$ cat src/sv/ntaf_pkg.sv
// Shared types and constants for the number-to-ASCII formatter.
// No dependencies; imported by number_to_ascii_formatter and its bench.
`default_nettype none

package ntaf_pkg;

   // ASCII codes
   localparam logic [6:0] ZERO_CHAR     = 7'h30;
   localparam logic [6:0] X_CHAR        = 7'h78;
   localparam logic [6:0] HEX_BASE_HIGH = 7'h57;   // 'a' - 10
   localparam logic [3:0] NINE          = 4'd9;

   // Format kinds
   localparam logic KIND_HEX = 1'b0;
   localparam logic KIND_DEC = 1'b1;

   // Input item
   typedef struct packed {
      logic [63:0] value;
      logic        kind;
   } req_type;

   // Result item
   typedef struct packed {
      logic [6:0] character;
      logic       last;
   } rsp_type;

   // Sequencer states, one-hot
   typedef enum logic [5:0] {
      ST_IDLE = 6'b000001,
      ST_PRE0 = 6'b000010,
      ST_PREX = 6'b000100,
      ST_HEX  = 6'b001000,
      ST_CONV = 6'b010000,
      ST_DEC  = 6'b100000
   } state_type;

   // Lowercase hex digit to ASCII
   function automatic logic [6:0] hex_char(input logic [3:0] nib);
      if (nib > NINE) begin
         return 7'(nib) + HEX_BASE_HIGH;
      end else begin
         return 7'(nib) + ZERO_CHAR;
      end
   endfunction

endpackage

`default_nettype wire

$ cat src/sv/number_to_ascii_formatter.sv
// Number to ASCII formatter: top level with the conversion sequencer.
// Uses ntaf_pkg and ntaf_bcd_step.
//
// One number is taken when start is high and busy is low; busy then stays
// high until its last character has been issued. Characters come out one per
// cycle on rsp_valid with no way to hold them off, so the receiver must take
// every one. Hex: '0', 'x' and (VALUE_BITS+3)/4 digits, one per cycle.
// Decimal: a shift-and-add-3 unit runs once per bit of the hex-padded value,
// then the digit row is scanned from the top, one digit a cycle, skipping
// leading zeros without output.
`default_nettype none

module number_to_ascii_formatter #(
   parameter int VALUE_BITS = 64
) (
   input  wire logic             clock,
   input  wire logic             reset,
   input  wire logic             start,
   input  wire ntaf_pkg::req_type req_data,
   output logic                  busy,
   output logic                  rsp_valid,
   output ntaf_pkg::rsp_type     rsp_data
);

   import ntaf_pkg::*;

   localparam int HEX_DIGITS = (VALUE_BITS + 3) / 4;
   localparam int HEX_W      = HEX_DIGITS * 4;
   localparam int DEC_DIGITS = (VALUE_BITS * 30103) / 100000 + 1;
   localparam int ITER_W     = $clog2(HEX_W);
   localparam int DIG_W      = $clog2(DEC_DIGITS);

   state_type                  state_ff,   state_in;
   logic [HEX_W-1:0]           shift_ff,   shift_in;
   logic [DEC_DIGITS-1:0][3:0] bcd_ff,     bcd_in;
   logic [ITER_W-1:0]          iter_ff,    iter_in;
   logic [DIG_W-1:0]           idx_ff,     idx_in;
   logic                       started_ff, started_in;
   logic                       valid_ff,   valid_in;
   rsp_type                    data_ff,    data_in;

   logic [DEC_DIGITS-1:0][3:0] bcd_step;
   logic [3:0]                 dec_digit;

   // Binary to BCD step, used in the conversion state
   ntaf_bcd_step #(
      .DIGITS (DEC_DIGITS)
   ) u_bcd_step (
      .bcd_cur (bcd_ff),
      .bit_in  (shift_ff[HEX_W-1]),
      .bcd_nxt (bcd_step)
   );

   assign dec_digit = bcd_ff[idx_ff];

   // Sequencer
   always_comb begin
      state_in   = state_ff;
      shift_in   = shift_ff;
      bcd_in     = bcd_ff;
      iter_in    = iter_ff;
      idx_in     = idx_ff;
      started_in = started_ff;
      valid_in   = 1'b0;
      data_in    = data_ff;
      case (state_ff)
         ST_IDLE: begin
            if (start) begin
               shift_in = HEX_W'(req_data.value[VALUE_BITS-1:0]);
               if (req_data.kind == KIND_HEX) begin
                  idx_in   = DIG_W'(HEX_DIGITS - 1);
                  state_in = ST_PRE0;
               end else begin
                  bcd_in   = '0;
                  iter_in  = ITER_W'(HEX_W - 1);
                  state_in = ST_CONV;
               end
            end
         end
         ST_PRE0: begin
            valid_in  = 1'b1;
            data_in   = '{character: ZERO_CHAR, last: 1'b0};
            state_in  = ST_PREX;
         end
         ST_PREX: begin
            valid_in  = 1'b1;
            data_in   = '{character: X_CHAR, last: 1'b0};
            state_in  = ST_HEX;
         end
         ST_HEX: begin
            // top nibble out, most significant first
            valid_in  = 1'b1;
            data_in   = '{character: hex_char(shift_ff[HEX_W-1 -: 4]),
                          last: (idx_ff == '0)};
            shift_in  = {shift_ff[HEX_W-5:0], 4'b0000};
            idx_in    = idx_ff - 1'b1;
            if (idx_ff == '0) begin
               state_in = ST_IDLE;
            end
         end
         ST_CONV: begin
            bcd_in   = bcd_step;
            shift_in = {shift_ff[HEX_W-2:0], 1'b0};
            iter_in  = iter_ff - 1'b1;
            if (iter_ff == '0) begin
               idx_in     = DIG_W'(DEC_DIGITS - 1);
               started_in = 1'b0;
               state_in   = ST_DEC;
            end
         end
         ST_DEC: begin
            // leading zeros are passed over, the units digit always goes out
            idx_in = idx_ff - 1'b1;
            if (started_ff || dec_digit != 4'd0 || idx_ff == '0) begin
               valid_in   = 1'b1;
               data_in    = '{character: ZERO_CHAR + 7'(dec_digit),
                              last: (idx_ff == '0)};
               started_in = 1'b1;
               if (idx_ff == '0) begin
                  state_in = ST_IDLE;
               end
            end
         end
         default: begin
            state_in = ST_IDLE;
         end
      endcase
   end

   // Control registers
   always_ff @(posedge clock) begin
      if (reset) begin
         state_ff   <= ST_IDLE;
         valid_ff   <= 1'b0;
         started_ff <= 1'b0;
         iter_ff    <= '0;
         idx_ff     <= '0;
      end else begin
         state_ff   <= state_in;
         valid_ff   <= valid_in;
         started_ff <= started_in;
         iter_ff    <= iter_in;
         idx_ff     <= idx_in;
      end
   end

   // Datapath registers
   always_ff @(posedge clock) begin
      shift_ff <= shift_in;
      bcd_ff   <= bcd_in;
      data_ff  <= data_in;
   end

   assign busy      = (state_ff != ST_IDLE);
   assign rsp_valid = valid_ff;
   assign rsp_data  = data_ff;

endmodule

`default_nettype wire

$ cat src/sv/ntaf_bcd_step.sv
// One shift-and-add-3 step of binary to BCD conversion over a row of digits.
// Depends on nothing beyond its parameter; used by number_to_ascii_formatter.
`default_nettype none

module ntaf_bcd_step #(
   parameter int DIGITS = 20
) (
   input  wire logic [DIGITS-1:0][3:0] bcd_cur,
   input  wire logic                   bit_in,
   output logic      [DIGITS-1:0][3:0] bcd_nxt
);

   logic [DIGITS-1:0][3:0] adj;
   logic [DIGITS*4-1:0]    adj_row;

   // Correct every digit of five or more, then shift the row left by one bit
   always_comb begin
      for (int d = 0; d < DIGITS; d++) begin
         adj[d] = (bcd_cur[d] >= 4'd5) ? bcd_cur[d] + 4'd3 : bcd_cur[d];
      end
      adj_row = adj;
      bcd_nxt = {adj_row[DIGITS*4-2:0], bit_in};
   end

endmodule

`default_nettype wire

$ cat config.mk
export PLATFORM = sky130hd
export DESIGN_NAME = number_to_ascii_formatter
export DESIGN_NICKNAME = d
export VERILOG_FILES = /design/src/sv/ntaf_pkg.sv /design/src/sv/number_to_ascii_formatter.sv /design/src/sv/ntaf_bcd_step.sv
export SDC_FILE = /design/constraint.sdc
export NUM_CORES = 1
export LEC_CHECK = 0
export BUFFER_PORTS_ARGS = -buffer_cell sky130_fd_sc_hd__buf_4
export CELL_PAD_IN_SITES_DETAIL_PLACEMENT = 2
export CELL_PAD_IN_SITES_GLOBAL_PLACEMENT = 2
export CORE_ASPECT_RATIO = 0.9
export CORE_MARGIN = 1.5
export CORE_UTILIZATION = 39
export DETAILED_ROUTE_END_ITERATION = 12
export PLACE_DENSITY = 0.81
export SLEW_MARGIN = 40
export SYNTH_ARGS = -nofsm -noshare
export SYNTH_HDL_FRONTEND = slang
export SYNTH_SLANG_ARGS = --single-unit
$ cat constraint.sdc
create_clock -name clock -period 6 [get_ports clock]
set_input_delay 1.2 -clock clock [delete_from_list [all_inputs] [get_ports clock]]
set_output_delay 1.2 -clock clock [all_outputs]
set_load 0.005 [all_outputs]
==> out/qor.yml, run 1 <==
power:
  switching_power_uw: 1150
  seq_power_share: 0.482
  pwr_density_cell_nw_per_um2: 312
  netSwitchingFraction: 0.330
  clkPwrFrac: 0.332
  comb_power_share: 0.186
  leakagePower_uw: 0.00436
  intPower_uw: 2320
  vdd_ir_drop_max_mv: 0.199
floorplan:
  pin_count: 78
  core_area_um2: 24300
  dieArea_um2: 25700
  die_h_um: 152
  start_util: 0.397
  die_x_um: 169
  std_cell_rows: 54
global_routing:
  grtUsageTotal: 0.229
  met2_usage: 0.394
  grt_overflow_total: 0
  grt_pass1_vias: 8365
  antenna_found_initial: 0
  grt_util_met3: 0.0313
  use_met1: 0.301
  grt_pass1_wl_um: 45900
  top_usage_layer: "met2"
  grt_max_degree: 87
synthesis:
  synth_warnings: 0
  avgSynthCellArea_um2: 10.1
  syn-cell-area_um2: 9630
  ys_types: 57
  synthFlopType: "edfxtp_1"
  syn-num-nets: 1071
  async_flop_share: 0
  synthCells: 958
  ys_ff_latch: 171
  ys_seq_area_frac: 0.513
  synth-edff-count: 152
timing:
  fin_skew_ps: 16.1
  fin_tns_setup_ps: 0
  max_slew_margin: 0.482
  rsz0062_at_grt: "false"
  hold_viol: 0
  fmax_mhz: 284
  fin_crit_sh: 0.587
  final.min_clock_period_ps: 3520
  maxSlewViolCount: 0
  worst_pin_slew_ps: 776
  setup_violations: 0
clock_network:
  cts.hold.buffers_added: 0
  htree_levels: 4
  numCtsBuffers: 17
  cts_tree: "built"
  post_cts_resize_count: 0
  cts-root-buf: "clkbuf_16"
  cts.path.max_buffers: 2
  cts_setup_buffers: 0
  clock-sinks: 171
  clkTransAtPathRegs_ps: 80
  clk_latency_ps: 450
setup_path:
  crit_fanout: 64
  cp_common_cell: "buf_4"
  critPathLaunchType: "register"
  slowest_delay_ps: 560
  worstPathArrival_ps: 3590
  cp-end-kind: "register"
  path_cells: "nor2_1 -> nand2_1 -> nor4_4 -> buf_4 -> nor2_4 -> buf_4 -> a21oi_4 -> buf_8 -> buf_4"
  worst_path_max_delay_cell: "buf_4"
  criticalPathCategory: "reg2reg"
  required_ps: 6070
route:
  dr.first_iter.drc_count: 410
  via_per_inst: 5.60
  drtPass1Iterations: 5
  postRouteAntennaNets: 0
  drc: 0
  wl_um: 28300
  routedWlPerCell_um: 21.1
  vias: 7494
placement:
  place_congestion: 0.801
  placed_cell_area_um2: 10500
  portBuffers: 77
  hpwl_um: 19100
hold_path:
  hold_path_class: "reg2reg"
run_status:
  outcome: "completed"
layout:
  final_cell_mix: "184 x nand2_1, 152 x edfxtp_1, 104 x nor2_1, 83 x buf_4, 73 x a21oi_1"
  fin_util: 0.459
  drive_gt1_frac: 0.142
  antenna_cells: 0
  area_delta_synth_final_pct: 15.6
  multi_input_area_um2: 4350
  final_cell_area_um2: 11100
  nNetsFinal: 1131
  layout_commonest_cell: "nand2_1"
  area.sequential_um2: 4950
  num-fill-cells: 2502
run:
  maxCapViolCount: 0
-- cell usage after synthesis (3+ instances only) --
library cell / instances / share of area
o21ai_0: 29 / 0.015
a22oi_1: 65 / 0.051
ha_1: 45 / 0.058
dfxtp_1: 19 / 0.039
a21oi_1: 74 / 0.038
a211oi_1: 5 / 0.0039
edfxtp_1: 152 / 0.47
nor2_1: 105 / 0.041
a22o_1: 3 / 0.0027
mux2i_1: 15 / 0.016
nor4_1: 3 / 0.0019
buf_4: 3 / 0.0023
and3_1: 3 / 0.0019
nor2b_1: 6 / 0.0039
xnor2_1: 24 / 0.022
mux4_2: 11 / 0.026
nor3_1: 23 / 0.012
clkbuf_1: 33 / 0.013
nand2b_1: 23 / 0.015
nand2_1: 185 / 0.072
buf_2: 5 / 0.0026
inv_1: 49 / 0.019
o211ai_1: 5 / 0.0039
xor2_1: 23 / 0.021
nand3_1: 9 / 0.0047
-- kinds of logic after synthesis --
logic type	after synthesis	share of synthesized area
fa+ha+maj	45	0.0584
mux	28	0.0436
buf+inv	94	0.0400
simple gates	374	0.168
xor+xnor	47	0.0427
compound gates	199	0.134
flops	171	0.513
-- flip-flops by register name (all words and copies together), names as in the netlist --
register and flops:
bcd_ff 80, started_ff 1, rsp_valid 1, rsp_data 8, shift_ff 64, idx_ff 5
state_ff 6, iter_ff 6
-- area by class of cell --
class | instances | share of cell area
clock inverters | 15 | 0.0170
clock buffers | 17 | 0.0382
repair buffers | 85 | 0.0583
flip-flops and latches | 171 | 0.444
inverters | 50 | 0.0169
multi-input cells | 693 | 0.391
well taps | 308 | 0.0346
-- metrics by stage --
step                std cells  total power [uW]  hold slack [ps]  setup WS, ps
finish                   1339              3470              536          2480
global route             1339              3630              576          2180
CTS                      1338              3490              544          2190
detailed placement       1306              2320              533          2210
global placement         1306              2280              497          2240
floorplan                 958              2080              453           756
-- worst paths after layout --
path / startpoint / endpoint / slack (ps) / depth (start not counted)
max: state_ff[5] / shift_ff[0] / 2480 / 9
min: iter_ff[0] / iter_ff[0] / 540 / 1
max reg2reg: state_ff[5] / shift_ff[0] / 2480 / 9
min reg2reg: iter_ff[0] / iter_ff[0] / 540 / 1
-- critical path: cells and delay by family (launching register included) --
family                 cells  cell delay [ps]
buffers and inverters      4             1610
AOI/OAI and AO/OA          1              380
DFF                        1              410
and+or+nand+nor            4              700
-- metal layers --
| metal | vias to the layer above | wire length [um] |
|---|---|---|
| li1 | 3525 | - |
| met2 | 125 | 14200 |
| met1 | 3812 | 12900 |
| met3 | 32 | 738 |
| met4 | 0 | 443 |
| met5 | - | 0 |
-- power groups by stage --
stage	logic [uW]	registers (uW)	clock network [uW]
after floorplan	477	1610	0
after global placement	596	1680	0
after detailed placement	625	1690	0
after global routing	714	1690	1220
final	644	1670	1150
after CTS	643	1670	1170
Note: power is estimated with default switching activity, not from simulation.
==> inputs of run 2 (changes only) <==
CORE_UTILIZATION = 35   (was 39)
PLACE_DENSITY = 0.77   (was 0.81)
clock period = 3.1 ns   (was 6 ns; I/O delays follow)
==> run 2 against run 1 <==
Final cell count up 3.9%. Clock skew decreased by 0.92 ps. Fmax rose by 26%. Critical path depth shrank 2. Die area rose by 11%. Sequential cell count did not move. Setup slack lost 2200 ps. Count of clock-buffer cells in the layout did not move. Highest routed layer unchanged.
==> out/qor.yml, run 2 (synthesized netlist as in run 1, its figures left out) <==
clock_network:
  cts_setup_buffers: 0
  clk_latency_ps: 460
  post_cts_resize_count: 0
  cts.hold.buffers_added: 0
  numCtsBuffers: 17
  cts_tree: "built"
  clkTransAtPathRegs_ps: 80
  cts-root-buf: "clkbuf_16"
  htree_levels: 4
  cts.path.max_buffers: 2
  clock-sinks: 171
timing:
  worst_slack_ps: 313
  setup_violations: 0
  worst_pin_slew_ps: 702
  maxSlewViolCount: 0
  fin_crit_sh: 0.899
  fmax_mhz: 359
  rsz0062_at_grt: "false"
  hold_viol: 0
  final.min_clock_period_ps: 2790
  fin_skew_ps: 15.1
  fin_tns_setup_ps: 0
  max_slew_margin: 0.532
power:
  seq_power_share: 0.488
  vdd_ir_drop_max_mv: 0.422
  netSwitchingFraction: 0.321
  leakagePower_uw: 0.00437
  switching_power_uw: 2100
  finalPower_uw: 6560
  comb_power_share: 0.197
  clkPwrFrac: 0.315
  intPower_uw: 4460
  pwr_density_cell_nw_per_um2: 587
run_status:
  outcome: "completed"
global_routing:
  antenna_found_initial: 0
  grt_pass1_vias: 8090
  grt_pass1_wl_um: 44800
  grt_max_degree: 82
  grt_overflow_total: 0
  grtUsageTotal: 0.204
layout:
  num-fill-cells: 2898
  drive_gt1_frac: 0.147
  nNetsFinal: 1137
  layout_commonest_cell: "nand2_1"
  final_cell_mix: "184 x nand2_1, 152 x edfxtp_1, 104 x nor2_1, 88 x buf_4, 73 x a21oi_1"
  largest-register: "bcd_ff"
  largest_reg_flops: 80
  area_delta_synth_final_pct: 16.1
  fin_cells: 1391
  antenna_cells: 0
hold_path:
  hold_path_class: "in2reg"
  hold_end: "state_ff[1]"
  hold_depth: 2
  hp-start: "req_data[0]"
setup_path:
  cp-end-kind: "register"
  path_cells: "mux4_2 -> mux2_2 -> nand2_1 -> o311ai_1 -> nor4_2 -> a21oi_1 -> buf_4"
  criticalPathCategory: "reg2reg"
  r2r-start: "idx_ff[0]"
  required_ps: 3310
  slowest_delay_ps: 670
  crit_fanout: 18
  cp_num_buf_inv: 1
  r2r_cells: 7
  cp.depth: 7
  worst_path_max_delay_cell: "dfxtp_2"
  critPathLaunchType: "register"
  worstReg2RegEnd: "rsp_data[5]"
  r2r_slack_ps: 310
  worstPathArrival_ps: 2990
  crit_family: "multiplexers"
route:
  dr.first_iter.drc_count: 449
  postRouteAntennaNets: 0
  vias: 7403
  via_per_inst: 5.32
  routedWlPerCell_um: 20.0
  drtPass1Iterations: 5
  drc: 0
  wl_um: 27800
floorplan:
  std_cell_rows: 57
  start_util: 0.356
  die_h_um: 160
  pin_count: 78
  dieArea_um2: 28500
  die_x_um: 178
  core_area_um2: 27000
placement:
  dpl_worst_slack_ps: 328
  place_congestion: 0.814
  hpwl_um: 19500
  placed_cells: 1359
  portBuffers: 77
run:
  maxCapViolCount: 0
-- run 2: cell types whose count changed in the layout (fill, tap and decap cells not counted), moves of 2 or more --
| cell | delta |
|---|---|
| clkinv_8 | -5 |
| buf_4 | +5 |
| clkinv_2 | +4 |
| clkinvlp_4 | +2 |
| inv_8 | -5 |
| buf_12 | +3 |
| inv_6 | +4 |
-- run 2: through the flow --
stage	utilization	area [um2]	hold slack, ps
4_1_cts	0.414	11200	358
5_1_grt	0.414	11200	359
3_5_place_dp	0.394	10600	506
2_1_floorplan	-	9660	453
3_3_place_gp	0.394	10600	484
6_report	0.414	11200	372
-- run 2: area by class of cell --
cell class,instances,area [um2],share of cell area
tap,354,443,0.0396
clock inverter,15,114,0.0102
timing repair buffer,91,721,0.0644
inverter,50,188,0.0168
sequential,171,4950,0.442
clock buffer,17,425,0.0380
multi-input combinational,693,4350,0.389
-- run 2: worst max path at each step --
stage                       end        start
floorplan           shift_ff[0]  state_ff[2]
global placement    rsp_data[6]    idx_ff[0]
detailed placement  rsp_data[5]    idx_ff[0]
CTS                 rsp_data[5]    idx_ff[0]
global route        rsp_data[5]    idx_ff[0]
finish              rsp_data[5]    idx_ff[0]
-- run 2: power by group through the flow --
stage	Combinational (uW)	Sequential (uW)	Clock [uW]
2_1_floorplan	933	3080	0
3_3_place_gp	1230	3230	0
3_5_place_dp	1290	3250	0
4_1_cts	1310	3210	2120
5_1_grt	1440	3250	2180
6_report	1290	3200	2070
-- run 2: per-layer routing --
metal,GRT usage,up-vias,share of wire
met5,0,-,0
met3,0.0369,20,0.027
met1,0.271,3735,0.46
met4,0.0527,0,0.013
li1,-,3537,-
met2,0.341,111,0.50
